==> src/hbcd_pkg.sv <==
// shared types, constants and digit arithmetic for the hex to packed bcd converter
// no dependencies
package hbcd_pkg;

  localparam int unsigned DIGITS_DEF = 16;
  localparam int unsigned BCD_W      = 64;

  typedef struct packed {
    logic load;     // transaction accepted: clear carries
    logic clear;    // start of a new number: clear digits too
    logic step;     // this cell's turn in the carry ripple
    logic rad_one;  // radix digit after clear
  } cell_ctrl_t;

  typedef struct packed {
    logic [3:0] quo;
    logic [3:0] rem;
  } digit_split_t;

  // t / 10 and t % 10 for t below 160, reciprocal multiply
  function automatic digit_split_t div10(input logic [7:0] t);
    logic [15:0]  m;
    digit_split_t s;
    m     = 16'(t) * 16'd205;
    s.quo = m[14:11];
    s.rem = 4'(t - 8'(s.quo) * 8'd10);
    return s;
  endfunction

endpackage

==> src/hbcd_if.sv <==
// channel interfaces for the hex to packed bcd converter
// depends on hbcd_pkg
interface hbcd_in_if;
  logic       valid;
  logic       ready;
  logic [3:0] hex_digit;
  logic       first;
  logic       last;

  modport source (output valid, output hex_digit, output first, output last, input ready);
  modport sink   (input valid, input hex_digit, input first, input last, output ready);
endinterface

interface hbcd_out_if;
  logic                       valid;
  logic                       ready;
  logic [hbcd_pkg::BCD_W-1:0] bcd_value;
  logic                       overflow;

  modport source (output valid, output bcd_value, output overflow, input ready);
  modport sink   (input valid, input bcd_value, input overflow, output ready);
endinterface

==> src/hbcd_cell.sv <==
// one decimal digit of the accumulator and of the radix, with its carry registers
// depends on hbcd_pkg
module hbcd_cell (
  input  logic                 clk,
  input  logic                 rst_n,
  input  hbcd_pkg::cell_ctrl_t ctrl,
  input  logic [3:0]           hex_digit,
  input  logic [3:0]           acc_cin,
  input  logic [3:0]           rad_cin,
  output logic [3:0]           acc_digit,
  output logic [3:0]           rad_digit,
  output logic [3:0]           acc_cout,
  output logic [3:0]           rad_cout
);

  logic [3:0] acc_r, acc_nxt;
  logic [3:0] rad_r, rad_nxt;
  logic [3:0] acc_c_r, acc_c_nxt;
  logic [3:0] rad_c_r, rad_c_nxt;

  logic [7:0]             acc_sum;
  logic [7:0]             rad_sum;
  hbcd_pkg::digit_split_t acc_split;
  hbcd_pkg::digit_split_t rad_split;

  always_comb begin
    // radix digit times hex digit plus accumulator digit plus carry, at most 159
    acc_sum   = 8'(rad_r * hex_digit) + {4'b0, acc_r} + {4'b0, acc_cin};
    // radix digit times sixteen plus carry
    rad_sum   = {rad_r, rad_cin};
    acc_split = hbcd_pkg::div10(acc_sum);
    rad_split = hbcd_pkg::div10(rad_sum);

    acc_nxt   = acc_r;
    rad_nxt   = rad_r;
    acc_c_nxt = acc_c_r;
    rad_c_nxt = rad_c_r;
    if (ctrl.load) begin
      acc_c_nxt = '0;
      rad_c_nxt = '0;
      if (ctrl.clear) begin
        acc_nxt = '0;
        rad_nxt = {3'b0, ctrl.rad_one};
      end
    end else if (ctrl.step) begin
      acc_nxt   = acc_split.rem;
      rad_nxt   = rad_split.rem;
      acc_c_nxt = acc_split.quo;
      rad_c_nxt = rad_split.quo;
    end
  end

  always_ff @(posedge clk) begin
    if (!rst_n) begin
      acc_r   <= '0;
      rad_r   <= {3'b0, ctrl.rad_one};
      acc_c_r <= '0;
      rad_c_r <= '0;
    end else begin
      acc_r   <= acc_nxt;
      rad_r   <= rad_nxt;
      acc_c_r <= acc_c_nxt;
      rad_c_r <= rad_c_nxt;
    end
  end

  assign acc_digit = acc_r;
  assign rad_digit = rad_r;
  assign acc_cout  = acc_c_r;
  assign rad_cout  = rad_c_r;

endmodule

==> src/hex_to_packed_bcd_converter_unit.sv <==
// hex to packed bcd converter: a row of DIGITS decimal cells, carries ripple one cell per cycle
// the input takes a new digit only once the carries of the last one have rippled through every cell;
//   a last digit then waits in an emit state until the output register is free (no result held
//   or the held one taken), loads the result there with out valid raised, and keeps the input busy until then
// reset: synchronous active-low rst_n; accumulator 0, radix one, overflow clear, channels idle
// depends on hbcd_pkg, hbcd_if and hbcd_cell
module hex_to_packed_bcd_converter_unit #(
  parameter int unsigned DIGITS = hbcd_pkg::DIGITS_DEF
) (
  input  logic              clk,
  input  logic              rst_n,
  hbcd_in_if.sink           in_ch,
  hbcd_out_if.source        out_ch
);

  localparam int unsigned STEP_W = (DIGITS > 1) ? $clog2(DIGITS) : 1;

  localparam logic [1:0] ST_IDLE = 2'd0;
  localparam logic [1:0] ST_RUN  = 2'd1;
  localparam logic [1:0] ST_EMIT = 2'd2;

  logic [1:0]        state_r, state_nxt;
  logic [STEP_W-1:0] step_r, step_nxt;
  logic [3:0]        digit_r, digit_nxt;
  logic              last_r, last_nxt;
  logic              ovf_seen_r, ovf_seen_nxt;
  logic              out_valid_r, out_valid_nxt;
  logic [hbcd_pkg::BCD_W-1:0] out_bcd_r, out_bcd_nxt;
  logic              out_ovf_r, out_ovf_nxt;

  logic              accept;
  logic              ovf_now;
  logic [hbcd_pkg::BCD_W-1:0] bcd_all;

  hbcd_pkg::cell_ctrl_t ctrl [DIGITS];
  logic [3:0] acc_digit [DIGITS];
  logic [3:0] rad_digit [DIGITS];
  logic [3:0] acc_cout  [DIGITS];
  logic [3:0] rad_cout  [DIGITS];

  assign in_ch.ready = (state_r == ST_IDLE);
  assign accept      = in_ch.valid && in_ch.ready;

  genvar gi;
  generate
    for (gi = 0; gi < DIGITS; gi++) begin : g_cell
      logic [3:0] acc_cin;
      logic [3:0] rad_cin;

      if (gi == 0) begin : g_low
        assign acc_cin = '0;
        assign rad_cin = '0;
      end else begin : g_up
        assign acc_cin = acc_cout[gi-1];
        assign rad_cin = rad_cout[gi-1];
      end

      assign ctrl[gi].load    = accept;
      assign ctrl[gi].clear   = accept && in_ch.first;
      assign ctrl[gi].step    = (state_r == ST_RUN) && (step_r == STEP_W'(gi));
      assign ctrl[gi].rad_one = (gi == 0);

      hbcd_cell u_cell (
        .clk       (clk),
        .rst_n     (rst_n),
        .ctrl      (ctrl[gi]),
        .hex_digit (digit_r),
        .acc_cin   (acc_cin),
        .rad_cin   (rad_cin),
        .acc_digit (acc_digit[gi]),
        .rad_digit (rad_digit[gi]),
        .acc_cout  (acc_cout[gi]),
        .rad_cout  (rad_cout[gi])
      );
    end
  endgenerate

  // top carry register holds the last run's carry out until the next transaction clears it
  assign ovf_now = ovf_seen_r || (acc_cout[DIGITS-1] != 4'd0);

  always_comb begin
    bcd_all = '0;
    for (int i = 0; i < DIGITS; i++) begin
      bcd_all[4*i +: 4] = acc_digit[i];
    end
  end

  always_comb begin
    state_nxt     = state_r;
    step_nxt      = step_r;
    digit_nxt     = digit_r;
    last_nxt      = last_r;
    ovf_seen_nxt  = ovf_seen_r;
    out_valid_nxt = out_valid_r && !out_ch.ready;
    out_bcd_nxt   = out_bcd_r;
    out_ovf_nxt   = out_ovf_r;

    unique case (state_r)
      ST_IDLE: begin
        if (accept) begin
          digit_nxt    = in_ch.hex_digit;
          last_nxt     = in_ch.last;
          ovf_seen_nxt = in_ch.first ? 1'b0 : ovf_now;
          step_nxt     = '0;
          state_nxt    = ST_RUN;
        end
      end
      ST_RUN: begin
        if (step_r == STEP_W'(DIGITS - 1)) begin
          step_nxt  = '0;
          state_nxt = last_r ? ST_EMIT : ST_IDLE;
        end else begin
          step_nxt = step_r + 1'b1;
        end
      end
      ST_EMIT: begin
        if (!out_valid_r || out_ch.ready) begin
          out_valid_nxt = 1'b1;
          out_bcd_nxt   = bcd_all;
          out_ovf_nxt   = ovf_now;
          state_nxt     = ST_IDLE;
        end
      end
      default: begin
        state_nxt = ST_IDLE;
      end
    endcase
  end

  always_ff @(posedge clk) begin
    if (!rst_n) begin
      state_r     <= ST_IDLE;
      step_r      <= '0;
      last_r      <= 1'b0;
      ovf_seen_r  <= 1'b0;
      out_valid_r <= 1'b0;
    end else begin
      state_r     <= state_nxt;
      step_r      <= step_nxt;
      last_r      <= last_nxt;
      ovf_seen_r  <= ovf_seen_nxt;
      out_valid_r <= out_valid_nxt;
    end
  end

  always_ff @(posedge clk) begin
    digit_r   <= digit_nxt;
    out_bcd_r <= out_bcd_nxt;
    out_ovf_r <= out_ovf_nxt;
  end

  assign out_ch.valid     = out_valid_r;
  assign out_ch.bcd_value = out_bcd_r;
  assign out_ch.overflow  = out_ovf_r;

endmodule

==> src/flat_wrapper.sv <==
// flat-port wrapper written by rule: the top's interface ports become plain ports
module hex_to_packed_bcd_converter_unit_flat 
#(
  parameter int unsigned DIGITS = hbcd_pkg::DIGITS_DEF
)
  (clk, rst_n, in_ch_valid, in_ch_hex_digit, in_ch_first, in_ch_last, in_ch_ready, out_ch_valid, out_ch_bcd_value, out_ch_overflow, out_ch_ready);
  hbcd_in_if in_ch_i ();
  hbcd_out_if out_ch_i ();
  input  logic clk;
  input  logic rst_n;
  input wire logic [$bits(in_ch_i.valid)-1:0] in_ch_valid;
  input wire logic [$bits(in_ch_i.hex_digit)-1:0] in_ch_hex_digit;
  input wire logic [$bits(in_ch_i.first)-1:0] in_ch_first;
  input wire logic [$bits(in_ch_i.last)-1:0] in_ch_last;
  output wire logic [$bits(in_ch_i.ready)-1:0] in_ch_ready;
  output wire logic [$bits(out_ch_i.valid)-1:0] out_ch_valid;
  output wire logic [$bits(out_ch_i.bcd_value)-1:0] out_ch_bcd_value;
  output wire logic [$bits(out_ch_i.overflow)-1:0] out_ch_overflow;
  input wire logic [$bits(out_ch_i.ready)-1:0] out_ch_ready;
  assign in_ch_i.valid = in_ch_valid;
  assign in_ch_i.hex_digit = in_ch_hex_digit;
  assign in_ch_i.first = in_ch_first;
  assign in_ch_i.last = in_ch_last;
  assign in_ch_ready = in_ch_i.ready;
  assign out_ch_valid = out_ch_i.valid;
  assign out_ch_bcd_value = out_ch_i.bcd_value;
  assign out_ch_overflow = out_ch_i.overflow;
  assign out_ch_i.ready = out_ch_ready;
  hex_to_packed_bcd_converter_unit #(.DIGITS(DIGITS)) u_core (.clk(clk), .rst_n(rst_n), .in_ch(in_ch_i), .out_ch(out_ch_i));
endmodule
==> config.mk <==
export PLATFORM = sky130hd
export DESIGN_NAME = hex_to_packed_bcd_converter_unit_flat
export DESIGN_NICKNAME = d
export VERILOG_FILES = /design/src/hbcd_pkg.sv /design/src/hbcd_if.sv /design/src/hbcd_cell.sv /design/src/hex_to_packed_bcd_converter_unit.sv /design/src/flat_wrapper.sv
export SDC_FILE = /design/constraint.sdc
export NUM_CORES = 2
export LEC_CHECK = 0
export BUFFER_PORTS_ARGS = -buffer_cell sky130_fd_sc_hd__buf_2
export CAP_MARGIN = 20
export CORE_ASPECT_RATIO = 2
export CORE_UTILIZATION = 60
export DETAILED_ROUTE_END_ITERATION = 6
export PLACE_DENSITY = 0.87
export SLEW_MARGIN = 30
export SYNTH_ARGS = -nofsm -noshare
export SYNTH_HDL_FRONTEND = slang
export SYNTH_SLANG_ARGS = --single-unit
==> constraint.sdc <==
create_clock -name clk -period 12.44 [get_ports clk]
set_clock_uncertainty 0.2 [all_clocks]
set_input_delay 1.866 -clock clk [delete_from_list [all_inputs] [get_ports clk]]
set_output_delay 1.866 -clock clk [all_outputs]
set_load 0.1 [all_outputs]
==> results by stage <==
Power and ir drop:
- The power per standard cell area is 56.50 nW/µm².
- The design draws 3.265 mW.
- IR analysis of the VDD net gives a maximum drop of 0.1583 mV.
- Summed over all cells, the static leakage comes to 33.38 nW.

Critical path:
- The launch instance of the worst register-to-register path is u_core.digit_r[0].
- The critical path is of the reg -> reg type.
- The critical path data arrival time is 9.35 ns.
- The worst setup path is launched from a flip-flop.
- The worst reg2reg path endpoint is u_core.g_cell[7].u_cell.acc_digit[3].
- The maximum net fanout on the critical path is 64.
- At the worst endpoint, the required time is 12.74 ns.
- The kind of end point of the critical path is a flip-flop.
- The cell with the largest stage delay on the worst path is sky130_fd_sc_hd__buf_4.
- Setup slack on the worst reg-to-reg path comes out at 3.39 ns.
- The delay contributed by the slowest stage of the critical path is 0.72 ns.
- For the worst flop-to-flop path, the logic depth is 36.
- Among the stages of the critical path, the cell type that occurs most often is sky130_fd_sc_hd__inv_1.

Route:
- The number of DRC violations after detailed routing is 0.
- The routed layout has 41470 vias.
- In the final routed layout, each cell accounts on average for 17.62 µm.
- The routed design has 127800 µm of wire.
- The first routing iteration left 1911 violations.
- The first detailed-routing pass ran for 5 iterations.
- The post-detailed-route count of antenna-violating nets is 0.
- Dividing the detail-routed via count by the number of cells gives 5.719.

STA:
- Headroom to the max-slew limit came out at 35.96%.
- The final-report hold violation count is 0.
- The max-slew violation count is 0.
- The setup TNS is 0 ns.
- The final count of negative-setup-slack endpoints is 0.
- Dividing the final minimum period by the clock period gives 72.78%.
- For the pin with the worst max-slew slack, the measured transition is 0.9606 ns.
- Counting I/O delays and the setup requirement, the final critical path takes 9.053 ns.
- Setup repair after global routing left no endpoint under its margin.
- For this run, the top clock speed supported by timing is 110.5 MHz.

Cells and area:
- Measured on the finished design, the core utilization comes to 63.81%.
- The final net count is 8056.
- The area growth from synthesis to layout is 4.968%.
- The cell area after layout is 57790 µm².
- The count of cells in the finished layout, fillers not included, comes to 7251.
- Of the cells placed in the final design, the portion with a size suffix greater than 1 is 2.655%.

Clocking:
- The post-CTS clock slew at the launch and capture registers of the worst setup and hold paths is 0.07 ns.
- The clock tree from TritonCTS is done.
- The number of buffers inserted for hold repair after clock tree synthesis is 0.
- The tree is rooted in a sky130_fd_sc_hd__clkbuf_16.
- The clock sink count is 330.
- The longest clock path from root to sink contains 3 buffers.
- The H-tree was split into 2 levels.
- The number of buffers added by the clock tree synthesis step is 36.
- The number of gates resized after cts is 0.
- The clock latency on the worst-skew pair is 0.59 ns.
- The post-CTS setup buffer count is 0.

Worst hold path:
- The number of cells on the worst hold path is 0.
- The end point of the worst hold path is u_core.out_ch.bcd_value[11].
- The worst hold-check path type is reg -> reg.
- The startpoint of the most critical hold path is u_core.g_cell[2].u_cell.acc_digit[3].

Synth:
- The post-synthesis cell count is 6019.
- The sequential cell area fraction in the yosys report is 13.25%.
- The share of synthesized area in the top cell type comes to 33.34%.
- In this run the mean area of a mapped cell was 9.147 µm².
- Ranked by total cell area, the synthesized netlist is headed by sky130_fd_sc_hd__ha_1 (33%), sky130_fd_sc_hd__fa_1 (20%), sky130_fd_sc_hd__inv_1 (10%).
- The most area-hungry cell type in the Yosys netlist is sky130_fd_sc_hd__ha_1.
- By count the netlist is led by sky130_fd_sc_hd__inv_1 (1469), sky130_fd_sc_hd__ha_1 (1467), sky130_fd_sc_hd__fa_1 (539).
- In the post-synthesis netlist, the cell with the most instances is sky130_fd_sc_hd__inv_1.
- In the synthesized netlist the dominant register cell turns out to be sky130_fd_sc_hd__dfxtp_1.
- Yosys printed 0 warnings.
- Yosys mapped a number of flops with a built-in enable equal to 69.
- The register bit total from synthesis is 330.
- The cell area after technology mapping is 55060 µm².
- The number of nets in the synthesized netlist is 8035.
- After synthesis, the share of flip-flops with an asynchronous set or reset is 0%.
- The synthesized netlist contains 71 unique library cells.

Global route:
- Global routing used 28.20% of the available tracks across all layers.
- The pin count of the biggest net entering global routing is 65.
- The total overflow left after global routing is 0.
- The wire length of the first global-routing pass is 212900 µm.
- The number of antenna violations at the first check in global routing was 1.
- The via count of the first global-routing pass is 46430.

Placed design:
- The cell count after placement is 7187.
- The routability congestion estimate is 0.9299.
- The wire-length estimate of the detail-placed layout is 104400 µm.
- The total placed instance area is 56640 µm².
- In this run the tool buffered the top-level ports with 76 buffer cells.

Floorplanning:
- The full die area is 93050 µm².
- The total I/O pin count is 77.
- For this configuration, the core starts out at a cell density of 60.79%.
- The total area inside the core boundary comes to 90570 µm².
- The number of placement rows is 156.
- Measured along the x axis, the die boundary spans 216.2 µm.
- The floorplan step set the die height to 430.4 µm.

Job:
- Across the run, the number of max-cap violations was 0.

Run status:
- The flow ran to the end, and the final reports show no timing, DRC or antenna violations.
-- layout make-up --
type / instances / area [µm²]
multi-input cells: 4116 / 41880
fillers: 6771 / 32780
flip-flops and latches: 330 / 7297
inverters: 1469 / 5517
well taps: 1185 / 1483
clock buffers: 50 / 1037
repair buffers: 87 / 462.9
clock inverters: 13 / 108.9
diodes: 1 / 2.502
-- worst max path at each step --
stage / startpoint / to / cells past startpoint
6_report: u_core.digit_r[0] / u_core.g_cell[7].u_cell.acc_digit[3] / 36
5_1_grt: u_core.digit_r[0] / u_core.g_cell[7].u_cell.acc_digit[3] / 36
4_1_cts: u_core.digit_r[1] / u_core.g_cell[0].u_cell.acc_digit[3] / 31
3_5_place_dp: u_core.digit_r[3] / u_core.g_cell[0].u_cell.acc_digit[3] / 31
3_3_place_gp: u_core.digit_r[3] / u_core.g_cell[0].u_cell.acc_digit[3] / 31
2_1_floorplan: u_core.digit_r[3] / u_core.g_cell[0].u_cell.acc_digit[3] / 32
-- cells by family after synthesis --
group / share of synthesized area, %
AOI/OAI and AO/OA: 8.225
xor gates and xnor gates: 6.884
adders and majority gates: 52.94
muxes: 0.09318
and+or+nand+nor: 7.868
DFF: 13.25
buffers and inverters: 10.74
-- cells in the final DEF, fill, tap and decap left out, types with 6 or more instances in the layout --
cell                           n
sky130_fd_sc_hd__nor3_1       22
sky130_fd_sc_hd__a2111oi_0     6
sky130_fd_sc_hd__xnor2_1     325
sky130_fd_sc_hd__o21a_1       29
sky130_fd_sc_hd__dfxtp_1     261
sky130_fd_sc_hd__clkbuf_16    39
sky130_fd_sc_hd__a22oi_1      18
sky130_fd_sc_hd__edfxtp_1     69
sky130_fd_sc_hd__and2_1      129
sky130_fd_sc_hd__and3_1        8
sky130_fd_sc_hd__o31ai_1      14
sky130_fd_sc_hd__and2_0        6
sky130_fd_sc_hd__ha_1       1467
sky130_fd_sc_hd__or3_1        12
sky130_fd_sc_hd__nand4_1      17
sky130_fd_sc_hd__a211oi_1     40
sky130_fd_sc_hd__inv_1      1468
sky130_fd_sc_hd__xor2_1       92
sky130_fd_sc_hd__o21ai_0     117
sky130_fd_sc_hd__o32ai_1      15
sky130_fd_sc_hd__nor2b_1      17
sky130_fd_sc_hd__o21bai_1     32
sky130_fd_sc_hd__nor2_1      255
sky130_fd_sc_hd__a21oi_1     292
sky130_fd_sc_hd__clkbuf_1      9
sky130_fd_sc_hd__nand2_1     393
sky130_fd_sc_hd__nand3_1      40
sky130_fd_sc_hd__a221oi_1     15
sky130_fd_sc_hd__fa_1        539
sky130_fd_sc_hd__a21o_1       61
sky130_fd_sc_hd__a31oi_1      44
sky130_fd_sc_hd__buf_2        76
sky130_fd_sc_hd__nand2b_1     22
sky130_fd_sc_hd__buf_4        11
-- metrics by stage --
step | hold slack [ns] | setup slack, ns
6_report | 0.2432 | 3.387
5_1_grt | 0.2537 | 3.005
4_1_cts | 0.2421 | 3.533
3_5_place_dp | 0.2238 | 3.597
3_3_place_gp | 0.2137 | 3.831
2_1_floorplan | 0.2082 | 4.289
-- registers in the layout, indices dropped and copies added (netlist names) --
| name | count |
|---|---|
| u_core.last_r | 1 |
| u_core.g_cell.u_cell.acc_digit | 64 |
| u_core.out_ch.bcd_value | 64 |
| u_core.ovf_seen_r | 1 |
| u_core.state_r | 2 |
| u_core.g_cell.u_cell.rad_cout | 60 |
| u_core.out_ch.valid | 1 |
| u_core.g_cell.u_cell.rad_digit | 64 |
| u_core.g_cell.u_cell.acc_cout | 64 |
| u_core.digit_r | 4 |
| u_core.step_r | 4 |
| u_core.out_ch.overflow | 1 |
-- where the power goes --
group	internal, mW	switching (mW)
registers	1.10	0.0154
logic	0.443	0.592
clock network	0.608	0.508
-- layer usage --
layer	GRT usage, %	vias to the layer above	wire, µm
met5	0	-	0
met4	21.44	0	10440
met3	3.661	680	5800
met2	55.02	1230	70030
met1	25.90	20180	41520
li1	-	19380	-
-- worst max-delay path: cells and delay by family (launching register included) --
family	cells	cell delay (ns)
AOI/OAI and AO/OA	4	0.87
xor gates and xnor gates	5	1.24
adders and majority gates	12	4.48
buffers and inverters	11	1.41
DFF	1	0.32
and+or+nand+nor	4	0.43
No activity file was read; power rests on OpenSTA's default activity.
